==> src/rtl/core/bsa_pkg.sv <==
`timescale 1ns / 1ps
package bsa_pkg;

    typedef enum logic [1:0] {
        OP_SET_FREE = 2'd0,
        OP_LOAD     = 2'd1,
        OP_REQUEST  = 2'd2,
        OP_QUERY    = 2'd3
    } opcode_t;

    typedef enum logic [1:0] {
        KIND_GRANTED  = 2'd0,
        KIND_UNSAFE   = 2'd1,
        KIND_EXCEEDS  = 2'd2,
        KIND_SEQUENCE = 2'd3
    } kind_t;

    localparam logic [0:0] CFG_PROCS = 1'b0;
    localparam logic [0:0] CFG_RES   = 1'b1;

    typedef enum logic [3:0] {
        ST_IDLE,
        ST_CHECK,
        ST_APPLY,
        ST_ZCHK,
        ST_RELEASE,
        ST_S_INIT,
        ST_S_SCAN,
        ST_S_ADD,
        ST_S_NEXT,
        ST_COMMIT,
        ST_EMIT,
        ST_EMIT_SEQ
    } state_t;

    // Control from the sequencer to the shared datapath.
    typedef struct packed {
        logic cmp_fit;
        logic sat_add;
        logic sub;
    } alu_ctl_t;

endpackage

==> src/rtl/core/bsa_stream_if.sv <==
`timescale 1ns / 1ps
interface bsa_stream_if #(
    parameter int WIDTH = 8
);
    logic             valid;
    logic             ready;
    logic [WIDTH-1:0] data;

    modport source (output valid, output data, input ready);
    modport sink (input valid, input data, output ready);
endinterface

==> src/rtl/core/bsa_alu.sv <==
`timescale 1ns / 1ps
module bsa_alu #(
    parameter int COUNT_BITS = 8
) (
    input  bsa_pkg::alu_ctl_t        ctl,
    input  logic [COUNT_BITS-1:0]    a,
    input  logic [COUNT_BITS-1:0]    b,
    output logic [COUNT_BITS-1:0]    result,
    output logic                     a_gt_b
);
    import bsa_pkg::*;

    logic [COUNT_BITS:0] sum;

    // One shared unit serves subtraction, saturating addition and compare.
    assign sum    = {1'b0, a} + {1'b0, b};
    assign a_gt_b = a > b;

    always_comb
    begin
        if (ctl.sub || ctl.cmp_fit)
            result = a - b;
        else if (ctl.sat_add && sum[COUNT_BITS])
            result = {COUNT_BITS{1'b1}};
        else
            result = sum[COUNT_BITS-1:0];
    end
endmodule

==> src/rtl/core/bankers_safety_allocator.sv <==
`timescale 1ns / 1ps
// Channel  | Direction | Payload
// in_ch    | sink      | opcode, proc_index, res_index, amount, max_claim, final_part
// out_ch   | source    | kind, proc_id, end_of_run
// cfg      | write     | cfg_we, cfg_index, cfg_wdata
//
// Set free, load and a non-final request part are taken while idle and can
// follow one another back to back. A final request or a query runs the safety
// search on the one shared arithmetic unit: each pass steps resource by resource
// through every unfinished process and steps over every finished one, then adds
// the chosen process's allocation back resource by resource. A request also runs
// its check and apply steps, a release when it completes, and a commit if safe.
// Reset clears all tables and counters at once; no clearing pass is needed.
// A stalled result holds the sequencer; no further input is taken until done.
module bankers_safety_allocator #(
    parameter int MAX_PROCS  = 8,
    parameter int MAX_RES    = 4,
    parameter int COUNT_BITS = 8
) (
    input  logic      clk,
    input  logic      rst_n,
    bsa_stream_if.sink   in_ch,
    bsa_stream_if.source out_ch,
    input  logic        cfg_we,
    input  logic        cfg_index,
    input  logic [3:0]  cfg_wdata
);
    import bsa_pkg::*;

    localparam int PB = (MAX_PROCS > 1) ? $clog2(MAX_PROCS) : 1;
    localparam int RB = (MAX_RES > 1) ? $clog2(MAX_RES) : 1;
    localparam int PC = $clog2(MAX_PROCS + 1);
    localparam int RC = $clog2(MAX_RES + 1);

    // Input payload layout: opcode, proc_index, res_index, amount, max_claim, final_part.
    logic [1:0]            in_op;
    logic [2:0]            in_p;
    logic [1:0]            in_r;
    logic [7:0]            in_amt;
    logic [7:0]            in_mc;
    logic                  in_fin;
    assign {in_op, in_p, in_r, in_amt, in_mc, in_fin} = in_ch.data;

    // Tables, held in flip-flops: each is small and reset clears it at once.
    logic [COUNT_BITS-1:0] alloc_reg  [MAX_PROCS][MAX_RES];
    logic [COUNT_BITS-1:0] need_reg   [MAX_PROCS][MAX_RES];
    logic [COUNT_BITS-1:0] free_reg   [MAX_RES];
    logic [COUNT_BITS-1:0] staged_reg [MAX_RES];
    // Tentative copies for the trial grant; committed only when safe.
    logic [COUNT_BITS-1:0] talloc_reg [MAX_RES];
    logic [COUNT_BITS-1:0] tneed_reg  [MAX_RES];
    logic [COUNT_BITS-1:0] tfree_reg  [MAX_RES];
    logic [COUNT_BITS-1:0] work_reg   [MAX_RES];
    logic [MAX_PROCS-1:0]  done_reg;
    logic [PB-1:0]         order_reg  [MAX_PROCS];

    logic                  bad_reg;
    logic [3:0]            np_cfg_reg;
    logic [2:0]            nr_cfg_reg;
    state_t                state_reg, state_next;
    logic [PB-1:0]         p_reg;       // requesting process
    logic [PB-1:0]         sp_reg;      // scan process
    logic [RB-1:0]         r_reg;       // resource step
    logic [PC-1:0]         cnt_reg;     // processes placed
    logic                  fits_reg;
    logic                  zero_reg;
    logic                  trial_reg;   // search uses tentative row
    logic                  is_query_reg;
    logic [1:0]            kind_reg;
    logic [2:0]            pid_reg;
    logic                  ovalid_reg;
    logic                  eor_reg;
    logic [PC-1:0]         ecnt_reg;

    // Effective counts after clamping the registers.
    logic [PC-1:0] np;
    logic [RC-1:0] nr;
    always_comb
    begin
        if (np_cfg_reg == 4'd0)
            np = PC'(1);
        else if (32'(np_cfg_reg) > MAX_PROCS)
            np = PC'(MAX_PROCS);
        else
            np = PC'(np_cfg_reg);
        if (nr_cfg_reg == 3'd0)
            nr = RC'(1);
        else if (32'(nr_cfg_reg) > MAX_RES)
            nr = RC'(MAX_RES);
        else
            nr = RC'(nr_cfg_reg);
    end

    logic last_r, last_sp;
    assign last_r  = (RC'(r_reg) + RC'(1)) >= nr;
    assign last_sp = (PC'(sp_reg) + PC'(1)) >= np;

    // Row views used by the search: the tentative row replaces the requester's.
    logic [COUNT_BITS-1:0] s_need, s_alloc;
    always_comb
    begin
        if (trial_reg && sp_reg == p_reg)
        begin
            s_need  = tneed_reg[r_reg];
            s_alloc = talloc_reg[r_reg];
        end
        else
        begin
            s_need  = need_reg[sp_reg][r_reg];
            s_alloc = alloc_reg[sp_reg][r_reg];
        end
    end

    // Shared arithmetic unit and its operand selection.
    alu_ctl_t              actl;
    logic [COUNT_BITS-1:0] aa, ab, ares;
    logic                  agt;

    always_comb
    begin
        actl = '0;
        aa   = '0;
        ab   = '0;
        unique case (state_reg)
            ST_IDLE:
            begin
                actl.sub = 1'b1;
                aa       = free_reg[in_r[RB-1:0]];
                ab       = COUNT_BITS'(in_amt);
            end
            ST_CHECK:
            begin
                actl.cmp_fit = 1'b1;
                aa           = staged_reg[r_reg];
                ab           = (need_reg[p_reg][r_reg] < free_reg[r_reg]) ?
                               need_reg[p_reg][r_reg] : free_reg[r_reg];
            end
            ST_APPLY:
            begin
                actl.sat_add = 1'b1;
                aa           = alloc_reg[p_reg][r_reg];
                ab           = staged_reg[r_reg];
            end
            ST_RELEASE:
            begin
                actl.sat_add = 1'b1;
                aa           = tfree_reg[r_reg];
                ab           = talloc_reg[r_reg];
            end
            ST_S_SCAN:
            begin
                actl.cmp_fit = 1'b1;
                aa           = s_need;
                ab           = work_reg[r_reg];
            end
            ST_S_ADD:
            begin
                actl.sat_add = 1'b1;
                aa           = work_reg[r_reg];
                ab           = s_alloc;
            end
            default:
            begin
                actl = '0;
            end
        endcase
    end

    bsa_alu #(.COUNT_BITS(COUNT_BITS)) u_alu (
        .ctl    (actl),
        .a      (aa),
        .b      (ab),
        .result (ares),
        .a_gt_b (agt)
    );

    logic in_fire, out_fire;
    assign in_ch.ready   = (state_reg == ST_IDLE) && !ovalid_reg;
    assign in_fire       = in_ch.valid && in_ch.ready;
    assign out_fire      = out_ch.valid && out_ch.ready;
    assign out_ch.valid  = ovalid_reg;
    assign out_ch.data   = {kind_reg, pid_reg, eor_reg};

    logic r_in_table, p_in_table, r_in_use;
    assign r_in_table = 32'(in_r) < MAX_RES;
    assign p_in_table = 32'(in_p) < MAX_PROCS;
    assign r_in_use   = RC'(in_r) < nr;

    // Next-state logic.
    always_comb
    begin
        state_next = state_reg;
        unique case (state_reg)
            ST_IDLE:
            begin
                if (in_fire && in_op == OP_QUERY)
                    state_next = ST_S_INIT;
                else if (in_fire && in_op == OP_REQUEST && in_fin)
                begin
                    if (bad_reg || !r_in_use || PC'(in_p) >= np)
                        state_next = ST_EMIT;
                    else
                        state_next = ST_CHECK;
                end
            end
            ST_CHECK:
            begin
                if (agt)
                    state_next = ST_EMIT;
                else if (last_r)
                    state_next = ST_APPLY;
            end
            ST_APPLY:    if (last_r) state_next = ST_ZCHK;
            ST_ZCHK:     state_next = zero_reg ? ST_RELEASE : ST_S_INIT;
            ST_RELEASE:  if (last_r) state_next = ST_S_INIT;
            ST_S_INIT:   state_next = ST_S_SCAN;
            ST_S_SCAN:
            begin
                if (done_reg[sp_reg])
                    state_next = last_sp ? (trial_reg ? ST_EMIT : ST_EMIT) : ST_S_SCAN;
                else if (last_r && fits_reg && !agt)
                    state_next = ST_S_ADD;
                else if (last_r && last_sp)
                    state_next = ST_EMIT;
            end
            ST_S_ADD:    if (last_r) state_next = ST_S_NEXT;
            ST_S_NEXT:
            begin
                if (cnt_reg >= np)
                    state_next = is_query_reg ? ST_EMIT_SEQ : ST_COMMIT;
                else
                    state_next = ST_S_SCAN;
            end
            ST_COMMIT:   state_next = ST_EMIT;
            ST_EMIT:     if (out_fire || !ovalid_reg) state_next = ovalid_reg ? ST_IDLE : ST_EMIT;
            ST_EMIT_SEQ: if (out_fire && eor_reg) state_next = ST_IDLE;
            default:     state_next = ST_IDLE;
        endcase
    end

    // Datapath and output registers.
    always_ff @(posedge clk or negedge rst_n)
    begin
        if (!rst_n)
        begin
            state_reg    <= ST_IDLE;
            bad_reg      <= 1'b0;
            np_cfg_reg   <= 4'd8;
            nr_cfg_reg   <= 3'd4;
            ovalid_reg   <= 1'b0;
            done_reg     <= '0;
            r_reg        <= '0;
            sp_reg       <= '0;
            cnt_reg      <= '0;
            p_reg        <= '0;
            fits_reg     <= 1'b1;
            zero_reg     <= 1'b1;
            trial_reg    <= 1'b0;
            is_query_reg <= 1'b0;
            kind_reg     <= KIND_GRANTED;
            pid_reg      <= '0;
            eor_reg      <= 1'b0;
            ecnt_reg     <= '0;
            for (int i = 0; i < MAX_PROCS; i++)
            begin
                order_reg[i] <= '0;
                for (int j = 0; j < MAX_RES; j++)
                begin
                    alloc_reg[i][j] <= '0;
                    need_reg[i][j]  <= '0;
                end
            end
            for (int j = 0; j < MAX_RES; j++)
            begin
                free_reg[j]   <= '0;
                staged_reg[j] <= '0;
                talloc_reg[j] <= '0;
                tneed_reg[j]  <= '0;
                tfree_reg[j]  <= '0;
                work_reg[j]   <= '0;
            end
        end
        else
        begin
            state_reg <= state_next;
            if (cfg_we)
            begin
                if (cfg_index == CFG_PROCS)
                    np_cfg_reg <= cfg_wdata;
                else
                    nr_cfg_reg <= cfg_wdata[2:0];
            end
            // A sequence entry taken mid-run is replaced by the next one below.
            if (out_fire && !(state_reg == ST_EMIT_SEQ && !eor_reg))
                ovalid_reg <= 1'b0;

            unique case (state_reg)
                ST_IDLE:
                begin
                    if (in_fire)
                    begin
                        unique case (in_op)
                            OP_SET_FREE:
                                if (r_in_table)
                                    free_reg[in_r[RB-1:0]] <= COUNT_BITS'(in_amt);
                            OP_LOAD:
                                if (r_in_table && p_in_table)
                                begin
                                    alloc_reg[in_p[PB-1:0]][in_r[RB-1:0]] <=
                                        COUNT_BITS'(in_amt);
                                    need_reg[in_p[PB-1:0]][in_r[RB-1:0]] <=
                                        (in_mc > in_amt) ? COUNT_BITS'(in_mc - in_amt) : '0;
                                    free_reg[in_r[RB-1:0]] <= agt ? ares : '0;
                                end
                            OP_REQUEST:
                            begin
                                if (r_in_use && !in_fin)
                                    staged_reg[in_r[RB-1:0]] <= COUNT_BITS'(in_amt);
                                else if (r_in_use)
                                    staged_reg[in_r[RB-1:0]] <= COUNT_BITS'(in_amt);
                                if (!r_in_use && !in_fin)
                                    bad_reg <= 1'b1;
                                p_reg        <= in_p[PB-1:0];
                                pid_reg      <= in_p;
                                r_reg        <= '0;
                                is_query_reg <= 1'b0;
                                trial_reg    <= 1'b1;
                                zero_reg     <= 1'b1;
                                kind_reg     <= KIND_EXCEEDS;
                            end
                            OP_QUERY:
                            begin
                                is_query_reg <= 1'b1;
                                trial_reg    <= 1'b0;
                                kind_reg     <= KIND_UNSAFE;
                                pid_reg      <= '0;
                            end
                            default: ;
                        endcase
                    end
                end
                ST_CHECK:
                begin
                    if (agt)
                        kind_reg <= KIND_EXCEEDS;
                    r_reg <= last_r ? '0 : r_reg + RB'(1);
                end
                ST_APPLY:
                begin
                    tfree_reg[r_reg]  <= free_reg[r_reg] - staged_reg[r_reg];
                    tneed_reg[r_reg]  <= need_reg[p_reg][r_reg] - staged_reg[r_reg];
                    talloc_reg[r_reg] <= ares;
                    if (need_reg[p_reg][r_reg] != staged_reg[r_reg])
                        zero_reg <= 1'b0;
                    r_reg <= last_r ? '0 : r_reg + RB'(1);
                end
                ST_RELEASE:
                begin
                    tfree_reg[r_reg]  <= ares;
                    talloc_reg[r_reg] <= '0;
                    r_reg <= last_r ? '0 : r_reg + RB'(1);
                end
                ST_S_INIT:
                begin
                    kind_reg <= KIND_UNSAFE;
                    for (int j = 0; j < MAX_RES; j++)
                        work_reg[j] <= trial_reg ? tfree_reg[j] : free_reg[j];
                    done_reg <= '0;
                    cnt_reg  <= '0;
                    sp_reg   <= '0;
                    r_reg    <= '0;
                    fits_reg <= 1'b1;
                end
                ST_S_SCAN:
                begin
                    if (done_reg[sp_reg])
                    begin
                        sp_reg <= last_sp ? '0 : sp_reg + PB'(1);
                        r_reg  <= '0;
                    end
                    else if (last_r)
                    begin
                        r_reg    <= '0;
                        fits_reg <= 1'b1;
                        if (!(fits_reg && !agt))
                            sp_reg <= last_sp ? '0 : sp_reg + PB'(1);
                    end
                    else
                    begin
                        r_reg <= r_reg + RB'(1);
                        if (agt)
                            fits_reg <= 1'b0;
                    end
                end
                ST_S_ADD:
                begin
                    work_reg[r_reg] <= ares;
                    r_reg <= last_r ? '0 : r_reg + RB'(1);
                    if (last_r)
                    begin
                        done_reg[sp_reg]       <= 1'b1;
                        order_reg[cnt_reg[PB-1:0]] <= sp_reg;
                        cnt_reg                <= cnt_reg + PC'(1);
                    end
                end
                ST_S_NEXT:
                begin
                    sp_reg   <= '0;
                    r_reg    <= '0;
                    fits_reg <= 1'b1;
                    ecnt_reg <= '0;
                end
                ST_COMMIT:
                begin
                    kind_reg <= KIND_GRANTED;
                    for (int j = 0; j < MAX_RES; j++)
                    begin
                        if (RC'(j) < nr)
                        begin
                            free_reg[j]         <= tfree_reg[j];
                            alloc_reg[p_reg][j] <= talloc_reg[j];
                            need_reg[p_reg][j]  <= tneed_reg[j];
                        end
                    end
                end
                ST_EMIT:
                begin
                    if (!ovalid_reg && state_next == ST_EMIT)
                    begin
                        ovalid_reg <= 1'b1;
                        eor_reg    <= 1'b1;
                        // Only a finished request drops its staged amounts; a
                        // query leaves a request being staged untouched.
                        if (!is_query_reg)
                        begin
                            bad_reg <= 1'b0;
                            for (int j = 0; j < MAX_RES; j++)
                                staged_reg[j] <= '0;
                        end
                    end
                end
                ST_EMIT_SEQ:
                begin
                    if (!ovalid_reg || out_fire)
                    begin
                        if (!(ovalid_reg && eor_reg))
                        begin
                            ovalid_reg <= 1'b1;
                            kind_reg   <= KIND_SEQUENCE;
                            pid_reg    <= 3'(order_reg[ecnt_reg[PB-1:0]]);
                            eor_reg    <= (ecnt_reg + PC'(1)) == np;
                            ecnt_reg   <= ecnt_reg + PC'(1);
                        end
                    end
                end
                default: ;
            endcase
        end
    end

    // A result is never offered while input is being taken.
    assert property (@(posedge clk) disable iff (!rst_n)
        in_ch.ready |-> !out_ch.valid)
        else $error("input ready while a result is pending");

    // A sequence entry only appears after a query.
    assert property (@(posedge clk) disable iff (!rst_n)
        (out_ch.valid && kind_reg == KIND_SEQUENCE) |-> is_query_reg)
        else $error("sequence entry outside a query");

    // A grant is committed only from a trial search.
    assert property (@(posedge clk) disable iff (!rst_n)
        (state_reg == ST_COMMIT) |-> trial_reg)
        else $error("commit without a trial search");
endmodule

==> src/flat_wrapper.sv <==
// flat-port wrapper written by rule: the top's interface ports become plain ports
module bankers_safety_allocator_flat import bsa_pkg::*;
#(
    parameter int MAX_PROCS  = 8,
    parameter int MAX_RES    = 4,
    parameter int COUNT_BITS = 8
)
  (clk, rst_n, cfg_we, cfg_index, cfg_wdata, in_ch_valid, in_ch_data, in_ch_ready, out_ch_valid, out_ch_data, out_ch_ready);
  bsa_stream_if #(.WIDTH(24)) in_ch_i ();
  bsa_stream_if #(.WIDTH(6)) out_ch_i ();
  input  logic clk;
  input  logic rst_n;
  input  logic cfg_we;
  input  logic cfg_index;
  input  logic [3:0] cfg_wdata;
  input wire logic [$bits(in_ch_i.valid)-1:0] in_ch_valid;
  input wire logic [$bits(in_ch_i.data)-1:0] in_ch_data;
  output wire logic [$bits(in_ch_i.ready)-1:0] in_ch_ready;
  output wire logic [$bits(out_ch_i.valid)-1:0] out_ch_valid;
  output wire logic [$bits(out_ch_i.data)-1:0] out_ch_data;
  input wire logic [$bits(out_ch_i.ready)-1:0] out_ch_ready;
  assign in_ch_i.valid = in_ch_valid;
  assign in_ch_i.data = in_ch_data;
  assign in_ch_ready = in_ch_i.ready;
  assign out_ch_valid = out_ch_i.valid;
  assign out_ch_data = out_ch_i.data;
  assign out_ch_i.ready = out_ch_ready;
  bankers_safety_allocator #(.MAX_PROCS(MAX_PROCS), .MAX_RES(MAX_RES), .COUNT_BITS(COUNT_BITS)) u_core (.clk(clk), .rst_n(rst_n), .in_ch(in_ch_i), .out_ch(out_ch_i), .cfg_we(cfg_we), .cfg_index(cfg_index), .cfg_wdata(cfg_wdata));
endmodule
==> config.mk <==
export PLATFORM = sky130hd
export DESIGN_NAME = bankers_safety_allocator_flat
export DESIGN_NICKNAME = d
export VERILOG_FILES = /design/src/rtl/core/bsa_pkg.sv /design/src/rtl/core/bsa_stream_if.sv /design/src/rtl/core/bsa_alu.sv /design/src/rtl/core/bankers_safety_allocator.sv /design/src/flat_wrapper.sv
export SDC_FILE = /design/constraint.sdc
export NUM_CORES = 2
export LEC_CHECK = 0
export ABC_CLOCK_PERIOD_IN_PS = 5700
export BUFFER_PORTS_ARGS = -buffer_cell sky130_fd_sc_hd__buf_2
export CAP_MARGIN = 10
export CORE_ASPECT_RATIO = 1.75
export CORE_UTILIZATION = 58
export CTS_CLUSTER_SIZE = 28
export DETAILED_ROUTE_END_ITERATION = 16
export PLACE_DENSITY = 0.74
export SLEW_MARGIN = 20
export SYNTH_ARGS = -nofsm -noshare
export SYNTH_HDL_FRONTEND = slang
export SYNTH_SLANG_ARGS = --single-unit
==> constraint.sdc <==
create_clock -name clk -period 5.7 [get_ports clk]
set_clock_uncertainty 0.1 [all_clocks]
set_input_delay 1.425 -clock clk [delete_from_list [all_inputs] [get_ports clk]]
set_output_delay 1.425 -clock clk [all_outputs]
set_load 0.02 [all_outputs]
==> flow_summary.toml, run 1 <==
[status]
outcome = "aborted with a tool error"
haltStage = "global routing"
error = "[ERROR GRT-0116] Global routing finished with congestion. Check the congestion regions in the DRC Viewer."

[die]
dieHeight_um = 379.7
pin_count = 42
start_util_pct = 58.50
num_rows = 138
die_w_um = 217.8

[logic_synthesis]
synth_adder_area_share_pct = 1.985
synth_enable_flop_cells = 0
synth_top_area_share_pct = 40.82
yosys.area_share.simple_pct = 11.76
ys_top_cells_by_count = "dfrtp_1 (771), o21ai_0 (720), nand2_1 (710), a22oi_1 (367), clkbuf_1 (329)"
synth_compound_area_share_pct = 30.05
synthMuxAreaShare_pct = 9.781
ys_seq_elements = 775
synthArstFlopShare_pct = 100.0
synth_cell_type_count = 93
syn_nets = 5295
syn-cell-area_um2 = 47270
avgSynthCellArea_um2 = 9.109
synth_xor_area_share_pct = 0.5929
synth_cells = 5189
synth_top_family_by_area = "compound AO/OA/AOI/OAI gates"
yosysWarningCount = 0
yosys.cell_count.top_type = "dfrtp_1"
yosysTopAreaCell = "dfrtp_1"
synth.yosys.seq_area_share_pct = 41.04
ys_top_cells_by_area = "dfrtp_1 (41%), o21ai_0 (7.6%), a22oi_1 (5.8%)"
ys.flop_type = "dfrtp_1"

[place]
portBuffers = 41
gp_congestion = 1.214
dp_hpwl_um = 200000
post-place-ws_ns = -0.8605
dp.cells = 6489

[clock_tree]
hold_buffers = 0
clock_path_buffers = 3
cts_root_buf = "clkbuf_16"
htree_levels = 3
cts_made_buffers = 77
cts_sinks = 775

[grt]
grt_pass1_wl_um = 466300
grt_pass1_vias = 59520
grt_max_degree = 105
track_usage_pct = 76.37
grt_overflow = 480
==> metal layers <==
| layer | track usage, % | GRT overflow |
|---|---|---|
| met5 | 15.83 | 2 |
| met4 | 76.02 | 195 |
| met3 | 57.11 | 3 |
| met2 | 94.96 | 278 |
| met1 | 77.97 | 2 |
==> through the flow <==
stage	TNS (ns)	area, um2
3_5_place_dp	-83.25	52780
3_3_place_gp	-74.20	52770
2_1_floorplan	0	47380
4_1_cts	-12.05	56450
==> timing repair <==
action,4_1_cts
pin swaps,77
setup endpoints to repair,139
resized for setup,194
setup buffers,31
==> cells by family after synthesis <==
logic type,Yosys count
AND/OR/NAND/NOR,1299
AO/OA/AOI/OAI,2113
flip-flops,775
buffers and inverters,548
multiplexers,350
adder cells (fa/ha/maj),72
XOR/XNOR,32
==> run 2: changes to the inputs <==
--- a/config.mk
+++ b/config.mk
@@ -5,14 +5,12 @@
 export SDC_FILE = /design/constraint.sdc
 export NUM_CORES = 2
 export LEC_CHECK = 0
-export ABC_CLOCK_PERIOD_IN_PS = 5700
+export ABC_CLOCK_PERIOD_IN_PS = 7400
 export BUFFER_PORTS_ARGS = -buffer_cell sky130_fd_sc_hd__buf_2
 export CAP_MARGIN = 10
-export CORE_ASPECT_RATIO = 1.75
-export CORE_UTILIZATION = 58
-export CTS_CLUSTER_SIZE = 28
+export CORE_UTILIZATION = 40
 export DETAILED_ROUTE_END_ITERATION = 16
-export PLACE_DENSITY = 0.74
+export PLACE_DENSITY_LB_ADDON = 0.15
 export SLEW_MARGIN = 20
 export SYNTH_ARGS = -nofsm -noshare
 export SYNTH_HDL_FRONTEND = slang
==> constraint.sdc (replaced) <==
create_clock -name clk -period 7.4 [get_ports clk]
set_clock_uncertainty 0.1 [all_clocks]
set_input_delay 1.85 -clock clk [delete_from_list [all_inputs] [get_ports clk]]
set_output_delay 1.85 -clock clk [all_outputs]
set_load 0.02 [all_outputs]
==> run 2 against run 1 <==
Synthesized cell count is the same. The flow now finishes without violations. Synthesized area is the same.
==> flow_summary.toml, run 2 <==
[detailed_routing]
drt-pass1-iter-count = 7
vias = 48203
wl_um = 259600
postRouteAntennaNets = 0
drt_iter0_drc = 7189
wl_per_cell_um = 38.41
drcViolationCount = 0
drt-vias-per-instance = 7.133

[logic_synthesis]
synth_cell_type_count = 93
synth_compound_area_share_pct = 30.05
yosysTopAreaCell = "dfrtp_1"
syn-cell-area_um2 = 47270
synth_top_area_share_pct = 40.82
ys_seq_elements = 775
yosys.area_share.simple_pct = 11.76
synthArstFlopShare_pct = 100.0
ys_top_cells_by_count = "dfrtp_1 (771), o21ai_0 (720), nand2_1 (710), a22oi_1 (367), clkbuf_1 (329)"
yosys.cell_count.top_type = "dfrtp_1"
synth_enable_flop_cells = 0
synth_adder_area_share_pct = 1.985
ys_top_cells_by_area = "dfrtp_1 (41%), o21ai_0 (7.6%), a22oi_1 (5.8%)"
ys.flop_type = "dfrtp_1"
synth_cells = 5189
synth_top_family_by_area = "compound AO/OA/AOI/OAI gates"
synth.yosys.seq_area_share_pct = 41.04
syn_nets = 5295
synth_xor_area_share_pct = 0.5929
yosysWarningCount = 0
synthMuxAreaShare_pct = 9.781
avgSynthCellArea_um2 = 9.109

[grt]
track_usage_pct = 42.41
busiest_layer = "met2"
grt_util_met3_pct = 13.80
grt_max_degree = 151
grt_pass1_vias = 45173
antenna_found_initial = 20
use_met2_pct = 59.30
grt_use_met1_pct = 55.57
grt_pass1_wl_um = 361900
grt_overflow = 0

[timing]
hold_slack_ns = 0.3763
period_needed_ns = 7.246
finalSetupTns_ns = 0
fmax_mhz = 138.0
setup_viol = 0
period_share_pct = 97.92
grt_setup_unrepaired = "false"
relSlewSlack_pct = 15.55
maxSlewViolCount = 0
finalHoldViolCount = 0
worstMarginPinSlew_ns = 1.261

[layout]
layout_commonest_cell = "dfrtp_1"
fill_cells = 11364
syn2layout_area_growth_pct = 12.95
final_area_um2 = 53390
register_area_um2 = 19430
drive_gt1_share_pct = 15.53
fin_nets = 5256
multiInputGateArea_um2 = 25890
layout_common_cells = "dfrtp_1 (762), o21ai_0 (716), nand2_1 (708)"

[clock_tree]
cts_tree = "done"
post_cts_buffers = 0
cts_sinks = 775
hold_buffers = 0
cts_root_buf = "clkbuf_16"
clock_path_buffers = 3
htree_levels = 3
clkTransAtPathRegs_ns = 0.07
cts_made_buffers = 94
insertion_delay_ns = 0.75

[critical_path]
end_kind = "flop"
critical_path_required_ns = 7.91
setup.worst_path.class = "reg2reg"
cp_max_fo = 18
slowest_delay_ns = 1.06
reg2reg_slack_ns = 0.15
worstPathCellList = "nor3b_2 > a21oi_1 > nand3_1 > a21oi_1 > a31oi_1 > a21o_1 > ha_1 > a21o_1 > a21oi_1 > a21boi_0 > a31o_1 > mux2i_1 > a211o_1 > ha_1 > fa_1 > nand2b_1 > a2111o_1 > nand4b_1 > buf_4 > nand2_1 > nand4_1 > a41oi_2 > o21ai_0 > mux2_2"
cp_common_cell = "a21oi_1"
critPathArrivalTime_ns = 7.76
slowest_stage = "nor3b_2"
worstSetupStartpointType = "flop"

[place]
placedInstanceArea_um2 = 50160
gp_congestion = 1.050
dp_hpwl_um = 184300
portBuffers = 41

[die]
dieHeight_um = 345.8
num_rows = 125
pin_count = 42
die_w_um = 345.8
start_util_pct = 40.51
core_um2 = 116700
dieArea_um2 = 119600

[worst_hold_path]
hp-class = "reg2reg"

[flow_run]
cap_violations = 0

[pwr]
p_per_area_nw_per_um2 = 441.9
vdd_ir_drop_max_uv = 299.5
p_leak_nw = 21.17

[status]
outcome = "complete, no violations"
run 2: timing repair:
item / CTS / global route
hold endpoints to repair: 0 / 0
gates resized for setup: 0 / 2
endpoints found under the setup margin: 0 / 6
run 2: final timing paths:
path | from | end | cells after the start
min reg2reg | u_core.order_reg[18] | u_core.order_reg[18] | 2
min | u_core.order_reg[18] | u_core.order_reg[18] | 2
max in group asynchronous | rst_n | u_core.r_reg[0] | 2
max | u_core.p_reg[1] | u_core.free_reg[15] | 24
max reg2reg | u_core.p_reg[1] | u_core.free_reg[15] | 24
min in group asynchronous | rst_n | u_core.alloc_reg[174] | 1
run 2: critical path, delay by kind of cell, from the launching register on:
kind	cells	cell delay [ns]
fa+ha+maj	3	0.99
flops	1	0.59
mux	2	0.41
buf+inv	1	0.20
simple gates	6	2.00
compound gates	12	2.82
run 2: report_power, final:
group	switching [W]	leakage [nW]	internal [W]
clock network	0.00204	1.58	0.00288
registers	0.00175	10.5	0.00509
logic	0.00792	9.13	0.00391
run 2: metrics by stage:
| stage | util (%) | std cells | power (W) | worst slack, ns |
|---|---|---|---|---|
| 3_5_place_dp | 43.00 | 6578 | 0.01801 | 0.4769 |
| 3_3_place_gp | 42.98 | 6578 | 0.01800 | 0.4329 |
| 4_1_cts | 45.74 | 6752 | 0.02294 | 0.4404 |
| 6_report | 45.76 | 6758 | 0.02359 | 0.1540 |
| 2_1_floorplan | - | 5189 | 0.01248 | 1.306 |
| 5_1_grt | 45.75 | 6753 | 0.02412 | 0.05269 |
run 2: cell type report:
cell class / instances / share of cell area (%)
tap: 1524 / 3.572
antenna: 6 / 0.02812
timing repair buffer: 353 / 5.095
multi-input combinational: 3866 / 48.50
sequential: 775 / 36.39
clock inverter: 33 / 0.7617
inverter: 60 / 0.4218
clock buffer: 141 / 5.226
run 2: routing by layer:
metal	part of all wire [%]	up-vias
li1	-	19578
met1	39	24175
met2	41	3503
met3	12	927
met4	8.0	20
met5	0.050	-
run 2: cells by family (layout without fill, tap and decap cells):
group                      count (synthesis)  after routing
adders and majority gates                 72             72
and+or+nand+nor                         1299           1299
other                                      0              6
muxes                                    350            350
buffers and inverters                    548            587
DFF                                      775            775
AOI/OAI and AO/OA                       2113           2113
xor gates and xnor gates                  32             32
(Power assumes the default switching activity.)
